$ cat src/design/des_rkg_pkg.sv
`default_nettype none

package des_rkg_pkg;

  localparam int unsigned KeyW    = 64;
  localparam int unsigned CdW     = 56;
  localparam int unsigned HalfW   = 28;
  localparam int unsigned SubkeyW = 48;
  localparam int unsigned RoundW  = 4;
  localparam int unsigned Rounds  = 16;

  localparam logic [RoundW-1:0] LastRound = RoundW'(Rounds - 1);

  typedef logic [HalfW-1:0]   half_t;
  typedef logic [CdW-1:0]     cd_t;
  typedef logic [SubkeyW-1:0] subkey_t;
  typedef logic [RoundW-1:0]  round_t;

  // Standard tables, 1-based positions with bit 1 the MSB
  localparam logic [6:0] PC1_TAB [CdW] = '{
    7'd57, 7'd49, 7'd41, 7'd33, 7'd25, 7'd17, 7'd9,  7'd1,  7'd58, 7'd50, 7'd42, 7'd34,
    7'd26, 7'd18, 7'd10, 7'd2,  7'd59, 7'd51, 7'd43, 7'd35, 7'd27, 7'd19, 7'd11, 7'd3,
    7'd60, 7'd52, 7'd44, 7'd36, 7'd63, 7'd55, 7'd47, 7'd39, 7'd31, 7'd23, 7'd15, 7'd7,
    7'd62, 7'd54, 7'd46, 7'd38, 7'd30, 7'd22, 7'd14, 7'd6,  7'd61, 7'd53, 7'd45, 7'd37,
    7'd29, 7'd21, 7'd13, 7'd5,  7'd28, 7'd20, 7'd12, 7'd4
  };

  localparam logic [5:0] PC2_TAB [SubkeyW] = '{
    6'd14, 6'd17, 6'd11, 6'd24, 6'd1,  6'd5,  6'd3,  6'd28, 6'd15, 6'd6,  6'd21, 6'd10,
    6'd23, 6'd19, 6'd12, 6'd4,  6'd26, 6'd8,  6'd16, 6'd7,  6'd27, 6'd20, 6'd13, 6'd2,
    6'd41, 6'd52, 6'd31, 6'd37, 6'd47, 6'd55, 6'd30, 6'd40, 6'd51, 6'd45, 6'd33, 6'd48,
    6'd44, 6'd49, 6'd39, 6'd56, 6'd34, 6'd53, 6'd46, 6'd42, 6'd50, 6'd36, 6'd29, 6'd32
  };

  // Bit r set: round r rotates by two, else by one
  localparam logic [Rounds-1:0] SHIFT_TWO = 16'b0111_1110_1111_1100;

  function automatic cd_t pc1(input logic [KeyW-1:0] key);
    cd_t res;
    res = '0;
    for (int i = 0; i < CdW; i++) begin
      res[CdW-1-i] = key[KeyW-int'(PC1_TAB[i])];
    end
    return res;
  endfunction

  function automatic subkey_t pc2(input cd_t cd);
    subkey_t res;
    res = '0;
    for (int i = 0; i < SubkeyW; i++) begin
      res[SubkeyW-1-i] = cd[CdW-int'(PC2_TAB[i])];
    end
    return res;
  endfunction

  function automatic half_t rot_half(input half_t v, input logic two);
    return two ? {v[HalfW-3:0], v[HalfW-1:HalfW-2]} : {v[HalfW-2:0], v[HalfW-1]};
  endfunction

endpackage

`default_nettype wire

$ cat src/design/des_round_key_generator.sv
`default_nettype none

// Channel  Dir  Handshake          Payload
// in_      in   in_valid/in_stall  in_cipher_key[63:0]
// out_     out  out_valid/out_stall out_subkey[47:0], out_round_index[3:0], out_last_round
//
// One key yields sixteen subkeys, one a cycle while out_stall is low, through the single
// rotate/PC-2 path between the half registers and the output register. The next key is
// taken on the cycle the sixteenth subkey is loaded.
// The first subkey goes from the loaded half registers to the output register. Synchronous
// active-low reset empties the block; out_stall freezes rounds while out_valid is high.

module des_round_key_generator (
  input  wire logic        clk,
  input  wire logic        rst_n,
  input  wire logic        in_valid,
  output logic             in_stall,
  input  wire logic [63:0] in_cipher_key,
  output logic             out_valid,
  input  wire logic        out_stall,
  output logic [47:0]      out_subkey,
  output logic [3:0]       out_round_index,
  output logic             out_last_round
);

  logic                    busy_r, busy_nxt;
  des_rkg_pkg::half_t      c_r, c_nxt;
  des_rkg_pkg::half_t      d_r, d_nxt;
  des_rkg_pkg::round_t     round_r, round_nxt;
  logic                    out_valid_r, out_valid_nxt;
  des_rkg_pkg::subkey_t    subkey_r, subkey_nxt;
  des_rkg_pkg::round_t     index_r, index_nxt;
  logic                    last_r, last_nxt;

  logic                    advance;
  logic                    finishing;
  logic                    in_take;
  logic                    two;
  des_rkg_pkg::half_t      c_rot, d_rot;
  des_rkg_pkg::cd_t        key_cd;

  assign advance   = busy_r && (!out_valid_r || !out_stall);
  assign finishing = advance && (round_r == des_rkg_pkg::LastRound);
  assign in_stall  = busy_r && !finishing;
  assign in_take   = in_valid && !in_stall;

  assign two    = des_rkg_pkg::SHIFT_TWO[round_r];
  assign c_rot  = des_rkg_pkg::rot_half(c_r, two);
  assign d_rot  = des_rkg_pkg::rot_half(d_r, two);
  assign key_cd = des_rkg_pkg::pc1(in_cipher_key);

  always_comb begin
    busy_nxt      = busy_r;
    c_nxt         = c_r;
    d_nxt         = d_r;
    round_nxt     = round_r;
    out_valid_nxt = out_valid_r && out_stall;
    subkey_nxt    = subkey_r;
    index_nxt     = index_r;
    last_nxt      = last_r;

    if (advance) begin
      // emit this round's word and keep the rotated halves
      c_nxt         = c_rot;
      d_nxt         = d_rot;
      round_nxt     = round_r + des_rkg_pkg::round_t'(1);
      out_valid_nxt = 1'b1;
      subkey_nxt    = des_rkg_pkg::pc2({c_rot, d_rot});
      index_nxt     = round_r;
      last_nxt      = (round_r == des_rkg_pkg::LastRound);
      if (finishing) begin
        busy_nxt = 1'b0;
      end
    end

    if (in_take) begin
      busy_nxt  = 1'b1;
      c_nxt     = key_cd[des_rkg_pkg::CdW-1:des_rkg_pkg::HalfW];
      d_nxt     = key_cd[des_rkg_pkg::HalfW-1:0];
      round_nxt = '0;
    end
  end

  always_ff @(posedge clk) begin
    if (!rst_n) begin
      busy_r      <= 1'b0;
      round_r     <= '0;
      out_valid_r <= 1'b0;
      c_r         <= '0;
      d_r         <= '0;
    end else begin
      busy_r      <= busy_nxt;
      round_r     <= round_nxt;
      out_valid_r <= out_valid_nxt;
      c_r         <= c_nxt;
      d_r         <= d_nxt;
    end
  end

  always_ff @(posedge clk) begin
    subkey_r <= subkey_nxt;
    index_r  <= index_nxt;
    last_r   <= last_nxt;
  end

  assign out_valid       = out_valid_r;
  assign out_subkey      = subkey_r;
  assign out_round_index = index_r;
  assign out_last_round  = last_r;

`ifndef SYNTH
  a_last_is_round15: assert property (@(posedge clk) disable iff (!rst_n)
    out_valid_r |-> (last_r == (index_r == des_rkg_pkg::LastRound)))
    else $error("last flag disagrees with round index");

  a_take_only_at_end: assert property (@(posedge clk) disable iff (!rst_n)
    (in_take && busy_r) |-> (round_r == des_rkg_pkg::LastRound))
    else $error("key taken before sixteenth round");

  a_rounds_continue: assert property (@(posedge clk) disable iff (!rst_n)
    (advance && (round_r != des_rkg_pkg::LastRound)) |=> busy_r)
    else $error("rounds dropped before sixteenth");

  a_index_steps: assert property (@(posedge clk) disable iff (!rst_n)
    (out_valid_r && !out_stall && (index_r != des_rkg_pkg::LastRound))
      |=> (out_valid_r && (index_r == des_rkg_pkg::round_t'($past(index_r) + 1'b1))))
    else $error("round index did not advance by one");
`endif

endmodule

`default_nettype wire
$ cat config.mk
export PLATFORM = sky130hd
export DESIGN_NAME = des_round_key_generator
export DESIGN_NICKNAME = d
export VERILOG_FILES = /design/src/design/des_rkg_pkg.sv /design/src/design/des_round_key_generator.sv
export SDC_FILE = /design/constraint.sdc
export NUM_CORES = 1
export LEC_CHECK = 0
export BUFFER_PORTS_ARGS = -buffer_cell sky130_fd_sc_hd__buf_2
export CAP_MARGIN = 20
export CORE_UTILIZATION = 39
export CTS_CLUSTER_DIAMETER = 80
export DETAILED_ROUTE_END_ITERATION = 7
export GPL_TIMING_DRIVEN = 0
export SYNTH_ARGS = -nofsm -noshare
export SYNTH_HDL_FRONTEND = slang
export SYNTH_SLANG_ARGS = --single-unit
$ cat constraint.sdc
create_clock -name clk -period 4.2 [get_ports clk]
set_clock_uncertainty 0.2 [all_clocks]
set_input_delay 0.63 -clock clk [delete_from_list [all_inputs] [get_ports clk]]
set_output_delay 0.63 -clock clk [all_outputs]
set_load 0.1 [all_outputs]
---- Yosys cells after proc, flatten, opt, wreduce, memory -nomap -nowiden ----
Memories as Yosys holds them, arrays and structs flattened. A register that Yosys moved wholly into a read port is not among the register bits.
Cells that the tools add are included.
cells by class
  $mul .................................... 0
  divide/modulo/power cells ............... 0
  equal/unequal tests ..................... 1
  bitwise gates (word level) .............. 1
  add/sub/neg operators ................... 1
  multiplexer cells ....................... 13
  reductions and logical operators ........ 14
  magnitude comparators ................... 1
  shift operators ......................... 0
operators with widths
  operator                                             count
  2-to-1 mux 28 bit                                    6
  2-to-1 mux 4 bit                                     2
  logical AND 1 bit                                    5
  < comparator 4 x 5 -> 1 bit (second input constant)  1
  2-to-1 mux 1 bit                                     5
  adder 4 x 1 -> 4 bit (second input constant)         1
  equality test 4 bit (second input constant)          1
  logical NOT 1 bit                                    4
  nonzero test 2 bit                                   2
  AND reduction 2 bit                                  1
  OR reduction 2 bit                                   1
  logical OR 1 bit                                     1
  NOT 1 bit                                            1
word-level totals
  bits in read-only memories .............. 16
  memories kept ........................... 1
  output and inout bits ................... 55
  register bits ........................... 115
  input bits .............................. 68
  logic and storage cells ................. 40
  bits in latches ......................... 0
  bits in writable memories ............... 0
memory list
  memory            depth  bits a word  rd ports  clocked after memory_dff  wr ports  RTL line                       text
  (name not given)  16     1            1         1                         0         des_round_key_generator.sv:47  assign two = des_rkg_pkg::SHIFT_TWO[round_r];

---- Depth between registers and ports, before layout ----
Gate-level depths: netlist of the first run.
  depth after elaboration ................. 10
  gate-level depth with buffers ........... 7
  depth with buffers taken out ............ 5

---- Worst setup path before layout of the first run ----
OpenSTA, ideal clock, no wires.
  path type ............................... register -> output
  start point ............................. register out_valid_r, in the netlist out_valid
  end point ............................... output in_stall
  path buffers ............................ 0
  path slack .............................. -0.173 ns
  data arrival time ....................... 3.543 ns
  stages on the path, launching flop included .. 3
  required time ........................... 3.370 ns
  cell sequence ........................... dfxtp_1 > nand2_1 > a21boi_0
between the ends
  word-level cells in the longest chain between the ends .. 6
RTL lines
  item                    RTL line                       text
  from (decl)             des_round_key_generator.sv:30  logic out_valid_r, out_valid_nxt;
  from (signal assigned)  des_round_key_generator.sv:94  out_valid_r <= out_valid_nxt;
  logical NOT 1 bit       des_round_key_generator.sv:42  assign advance = busy_r && (!out_valid_r || !out_stall);
  logical OR 1 bit        des_round_key_generator.sv:42
  logical AND 1 bit       des_round_key_generator.sv:42
  logical AND 1 bit       des_round_key_generator.sv:43  assign finishing = advance && (round_r == des_rkg_pkg::LastRound);
  logical NOT 1 bit       des_round_key_generator.sv:44  assign in_stall = busy_r && !finishing;
  logical AND 1 bit       des_round_key_generator.sv:44
  to (decl)               des_round_key_generator.sv:17  output logic in_stall,
Every way passes these cells.

---- Worst setup path after layout of the first run ----
  start point ............................. register round_r[0]
  end point ............................... output in_stall
between the ends
  word-level cells in the longest chain between the ends .. 4
RTL lines
  item                    RTL line                       text
  from (decl)             des_round_key_generator.sv:29  des_rkg_pkg::round_t round_r, round_nxt;
  from (signal assigned)  des_round_key_generator.sv:93  round_r <= round_nxt;
  equality test 4 bit     des_round_key_generator.sv:43
  logical AND 1 bit       des_round_key_generator.sv:43
  logical NOT 1 bit       des_round_key_generator.sv:44
  logical AND 1 bit       des_round_key_generator.sv:44
Every way passes these cells.

==> results of run 1 <==
-- worst paths after layout --
check / to / cells past startpoint
setup reg to reg: c_r[19] / 7
hold / removal: out_round_index[2] / 0
setup / recovery: in_stall / 4
hold reg to reg: out_round_index[2] / 0
-- cell families after synthesis --
kind of cell / Yosys count
AOI/OAI and AO/OA: 121
xor gates and xnor gates: 4
adders and majority gates: 1
buffers and inverters: 39
DFF: 116
muxes: 56
and+or+nand+nor: 132
-- per-layer routing --
layer,wire [microns],vias to the layer above
li1,-,1973
met3,492,19
met5,0,-
met1,6330,1876
met2,5920,103
met4,216,0
-- layout by cell type (no fill, tap or decap), types with 2 or more instances in the layout --
master,netlist,final
a21boi_1,56,57
a21oi_1,2,2
buf_2,13,126
buf_4,10,10
buf_6,5,5
clkbuf_1,10,16
clkbuf_16,0,17
clkbuf_8,0,4
clkinv_2,0,4
dfxtp_1,63,63
edfxtp_1,53,53
mux2_2,48,48
mux2i_1,8,8
nand2_1,70,70
nand2b_1,48,48
nand4_1,2,2
nor2_1,2,2
nor3_1,3,3
o211ai_1,56,56
xor2_1,3,3
-- power by group --
group | total, mW | switching [mW] | internal, mW
combinational | 0.662 | 0.470 | 0.192
clock | 1.36 | 0.486 | 0.872
sequential | 1.32 | 0.0413 | 1.28
total | 3.34 | 0.997 | 2.35
-- sequential cells by signal, summed over array words and instances, names as in the netlist --
signal / count
out_subkey: 48
out_round_index: 4
round_r: 4
out_last_round: 1
two: 1
out_valid: 1
busy_r: 1
c_r: 28
d_r: 28
-- per-stage QoR --
| stage | hold slack (ps) | area [sq um] |
|---|---|---|
| finish | 231 | 6710 |
| global route | 229 | 6710 |
| CTS | 227 | 6710 |
| detailed placement | 215 | 6150 |
| global placement | 216 | 6130 |
| floorplan | 203 | 5350 |
-- critical path, delay by kind of cell (launching register included) --
kind,cells,cell delay (ps)
AO/OA/AOI/OAI,1,170
flip-flops,1,390
buffers and inverters,1,460
adder cells (fa/ha/maj),1,310
AND/OR/NAND/NOR,1,230
-- final cells by class --
class / count / area, sq um
fill: 1252 / 6590
sequential: 116 / 2850
multi-input combinational: 314 / 2260
timing repair buffer: 114 / 586
clock buffer: 27 / 503
buffer: 38 / 234
tap: 176 / 220
clock inverter: 5 / 50.0
inverter: 1 / 3.75
==> impl_results.md, run 1 <==
- Worst rel slew slack: 46.6%
- Post-route insts no fill: 791
- Clk_lat worst skew: a little over 400 ps
- Share of the synthesized area in the top cell type: 29.8%
- Vias per std cell: 5.02
- Crit path launch: round_r[0]
- Max FO, Critical Path: 7
- GP Congestion: between 0.7 and 0.8
- Routed WL: 13000 microns
- Synthesis warning total: 0
- R2R Setup Slk: 1900 ps
- Max incr delay on CP: between 400 and 500 ps
- Crit path kind: reg2out
- Setup_tns: 0 ps
- Area Overhead vs Synth: 25.4%
- Vias in the first global route: slightly below 4000
- Crit Reg-Reg Startpoint: busy_r
- Hold_sp: round_r[2]
- Adder-cell share of the synthesized area: 0.234%
- Gr busiest metal: met2
- Total gr overflow: 0
- Area of the core: about 13000 sq um
- Met2 usage: 29.6%
- Via count: 3971
- Largest family of logic cells by synthesized area: compound AO/OA/AOI/OAI gates
- Port Buffer Count: 113
- CTS tree: built
- Fin util: 50.5%
- Post-synth cell types: 33
- Worst-margin pin slew: 801 ps
- Status: finished, final reports clean
- Rows: 42
- Slowest CP cell: buf_2
- Power, Total: 3.34 mW
- Fin crit share: around 67%
- Critical path data arrival time: 1970 ps
- Final worst path period need: 2800 ps
- Final setup fails: 0
- Gr usage total: 19.1%
- N_diodes: 0
- Worst Setup End Kind: output port
- CP cell instances: ha_1, and3_4, a21boi_1, buf_2
- Share of cells above drive strength 1: 36.3%
- Yosys top cell by area: edfxtp_1
- Post-CTS Setup Bufs: 0
- Netlist Area Pre-Place: 5350 sq um
- CTS buffer count: 17
- I/O Pins: between 100 and 150
- Max clock buf depth: 2
- Syn_area_per_cell: around 11 sq um
- Sink Count: 116
- DRC: 0
- Drt first-iter violations: 199
- Power density over the cells: 498 nW/um^2
- Worst vdd ir: ~260 uV
- Synth Flop Type: dfxtp_1
- Worst EP required: 3370 ps
- Worst slack at placement: 1450 ps
- Largest cells by area after synthesis: edfxtp_1 30%, dfxtp_1 24%, mux2_2 10%, a21boi_1 7.9%, o211ai_1 7.9%
- Dpl cells: 759
- Leak pwr: 2.76 nW
- CTS Root Cell: clkbuf_16
- Startpoint class of the critical path: flop
- Fmax: 0.357 GHz
- Final worst slack: about 1400 ps
- Grt met1 use: about a quarter
- Post-synth EDFFs: 53
- Synthesized netlist cell count: 469
- Simple-gate area share of the yosys netlist: 12.4%
- Synth async-reset ratio: 0%
- CTS Hold Bufs: 0
- Final hold violation count: 0
- Hold Path Class: reg2reg
- Post-synthesis xor/xnor area fraction: less than 1%
- RSZ-0062 raised after global routing: no
- Clock slew at reported path FFs: 50 ps
- Grt met3 use: 4.36%
- Post-synthesis compound-gate area fraction: 17.2%
- # resized after CTS: 0
- Initial antenna violation count: 0
- First-pass GRT wire length: approximately 21000 microns
- Nets: approximately 670
- MaxCap Viol Count: 0
- Detailed Place HPWL: 8870 microns
- Post-synthesis sequential area ratio: 53.3%
- Most common cell in the netlist: nand2_1
- Max-slew violations: 0
- Commonest cells in the netlist: 70 x nand2_1, 63 x dfxtp_1, 56 x a21boi_1, 56 x o211ai_1, 53 x edfxtp_1
- Post-synthesis mux area share: 11.6%
- Post-Syn Nets: 538
- Post-route ant nets: 0
- Drt pass-1 iters: 4
- Htree depth: 4
- Die Span Y: 119 microns
- Initial Util: 40.2%
- Synth Register Bits: 116
- WL per Instance: between 15 and 20 microns
- Chip width: 119 microns
- Die Area: 14200 sq um
- Largest net degree at the start of global routing: 35
(Power assumes the default switching activity.)
==> run 2, diff against run 1 <==
- clock period: 4.2 -> 2.2 ns (I/O delays scaled with it)
==> run 2 against run 1 <==
Sequential share of layout area shrank 3.7 points. Critical endpoint unchanged. First-iteration DRC count grew 3.5%. Critical path depth is the same. Routed wire length grew 4.5%. Register-to-register slack lost 1700 ps. Highest routed layer unchanged. Largest cell class unchanged. Sequential cell count is the same.
==> impl_results.md, run 2 (same netlist as run 1, synthesis figures left out) <==
- Commonest cells after routing, fill and taps aside: 124 x buf_2, 70 x nand2_1, 61 x dfxtp_1
- I/O Pins: 123 (unchanged)
- Max reg flops: 48 (unchanged)
- P_int: 4.68 mW (+100%)
- Register Area: 2860 sq um (about the same)
- Share of cells above drive strength 1: 34.6% (-1.7 points)
- Clock slew at reported path FFs: 60 ps (about the same)
- Fmax: 0.476 GHz
- Max FO, Critical Path: 6 (-1)
- Startpoint class of the critical path: flop
- Worst Setup End Kind: output port
- CTS Root Cell: clkbuf_16
- Total gr overflow: 0 (unchanged)
- Most common cell after layout, fill and taps aside: buf_2
- RSZ-0062 raised after global routing: no
- Gr busiest metal: met2
- Power density over the cells: 910 nW/um^2 (+83%)
- WL per Instance: 16.0 microns (-2.4%)
- FILL cells: 1184 (-5.4%)
- Worst-margin pin slew: 593 ps (-208 ps)
- Met2 usage: 32.2% (+2.5 points)
- CTS buffer count: 17 (unchanged)
- Die Area: 14200 sq um (unchanged)
- DRC: 0 (unchanged)
- Via count: 4257 (+7.2%)
- Max-slew violations: 0 (unchanged)
- Critical path data arrival time: 1570 ps (-400 ps)
- Sink Count: 116 (unchanged)
- Nets: 727 (+8.3%)
- CTS tree: built
- Detailed Place HPWL: 8670 microns (-2.2%)
- Status: finished, final reports clean
- Post-route ant nets: 0 (unchanged)
- Leak pwr: 3.01 nW (+8.9%)
- GP Congestion: 0.786 (+4.1%)
- Sw Pwr: 2.01 mW (+100%)
- N_diodes: 0 (unchanged)
- Max clock buf depth: 2 (unchanged)
- Grt met3 use: 4.26% (-0.096 points)
- Crit path kind: reg2out
- Combinational share of power: 20.2% (+0.4 points)
- Routed WL: 13500 microns (+4.5%)
- Clk_lat worst skew: 410 ps (about the same)
- Final hold violation count: 0 (unchanged)
- Worst rel slew slack: 60.5% (+14 points)
- Vias in the first global route: 4198 (+5.9%)
- Area of the core: 13300 sq um (unchanged)
- Final worst path period need: roughly 2100 ps
- Drt pass-1 iters: 4 (unchanged)
- Post-CTS Setup Bufs: 0 (unchanged)
- Vias per std cell: 5.03 (+0.11%)
- Htree depth: 4 (unchanged)
- Grt met1 use: 25.8% (+0.29 points)
- Multi-input combinational cell area: 2280 sq um (+1.1%)
- Hold Path Class: in2reg
- Largest net degree at the start of global routing: 63 (+80%)
- Setup_tns: 0 ps (unchanged)
- Fin crit share: 95.5%
- Dpl cells: 758 (-0.13%)
- Power, Total: 6.69 mW (+100%)
- Die Span Y: 119 microns (unchanged)
- First-pass GRT wire length: 21600 microns (+4.2%)
- Initial Util: 40.2% (unchanged)
- Rows: 42 (unchanged)
- Gr usage total: 19.8% (+0.71 points)
- MaxCap Viol Count: 0 (unchanged)
- Worst vdd ir: 482 uV (+87%)
- Chip width: 119 microns (unchanged)
- Port Buffer Count: 113 (unchanged)
- Area Overhead vs Synth: 37.5%
- Final setup fails: 0 (unchanged)
- Fin util: 55.3% (+4.9 points)
- Sw Share: 30.1% (+0.24 points)
- Initial antenna violation count: 0 (unchanged)
- Worst EP required: 1670 ps (-1700 ps)
- Power share of the sequential group: 37.8% (-1.8 points)
- Drt first-iter violations: 206 (+3.5%)
- Post-route insts no fill: 847 (+7.1%)
- Clock share of power: 42.1% (+1.5 points)
[run 2: cell types whose count changed in the layout (fill, tap and decap cells not counted), sizes merged]
cell         previous run  this run
dlygate4sd3             0        57
clkbuf                 37        28
clkinvlp                0         5
bufinv                  1         3
clkinv                  4         6
buf                   142       141
[run 2: timing repair]
action / CTS / global route
hold buffers: 57 / 0
endpoints found under the setup margin: 1 / 63
endpoints found under the hold margin: 57 / 0
resized for setup: 6 / 2
[run 2: layer usage]
layer,routed length (microns),part of all wire [%]
met3,540,4.0
met4,127,0.94
met1,6400,47
met5,0,0
met2,6480,48
[run 2: path summary, 6_finish.rpt]
kind	depth (start not counted)	slack, ps	to	start
worst min-delay path	3	30	out_valid	out_stall
worst max register to register	6	210	d_r[18]	busy_r
worst min register to register	0	240	out_round_index[2]	round_r[2]
worst max-delay path	4	100	in_stall	round_r[1]
[run 2: power by group through the flow]
stage	sequential (mW)	combinational, mW	clock, mW
final	2.53	1.35	2.81
after global routing	2.55	1.43	2.94
after CTS	2.53	1.35	2.84
after detailed placement	2.57	1.26	0
after global placement	2.56	1.25	0
after floorplan	3.06	0.504	0
[run 2: cell type report]
cell class | count | area share, %
inverters | 1 | 0.0510
clock inverters | 14 | 2.20
well taps | 176 | 2.99
repair buffers | 170 | 15.7
plain buffers | 38 | 3.27
multi-input cells | 314 | 31.0
flip-flops and latches | 116 | 38.8
clock buffers | 18 | 5.97
[run 2: stage by stage]
stage	setup slack [ps]	hold WS [ps]	area, sq um
floorplan	98.7	203	5360
global placement	12.2	217	6150
detailed placement	-29.7	228	6150
CTS	30.5	26.1	7340
global route	31.4	67.8	7350
finish	98.4	33.5	7350
[run 2: critical path, cell delays in order, from the launching register on]
cell      delay, ps
dfxtp_1         370
ha_4            200
and3_4          210
a21boi_4        180
buf_12          190
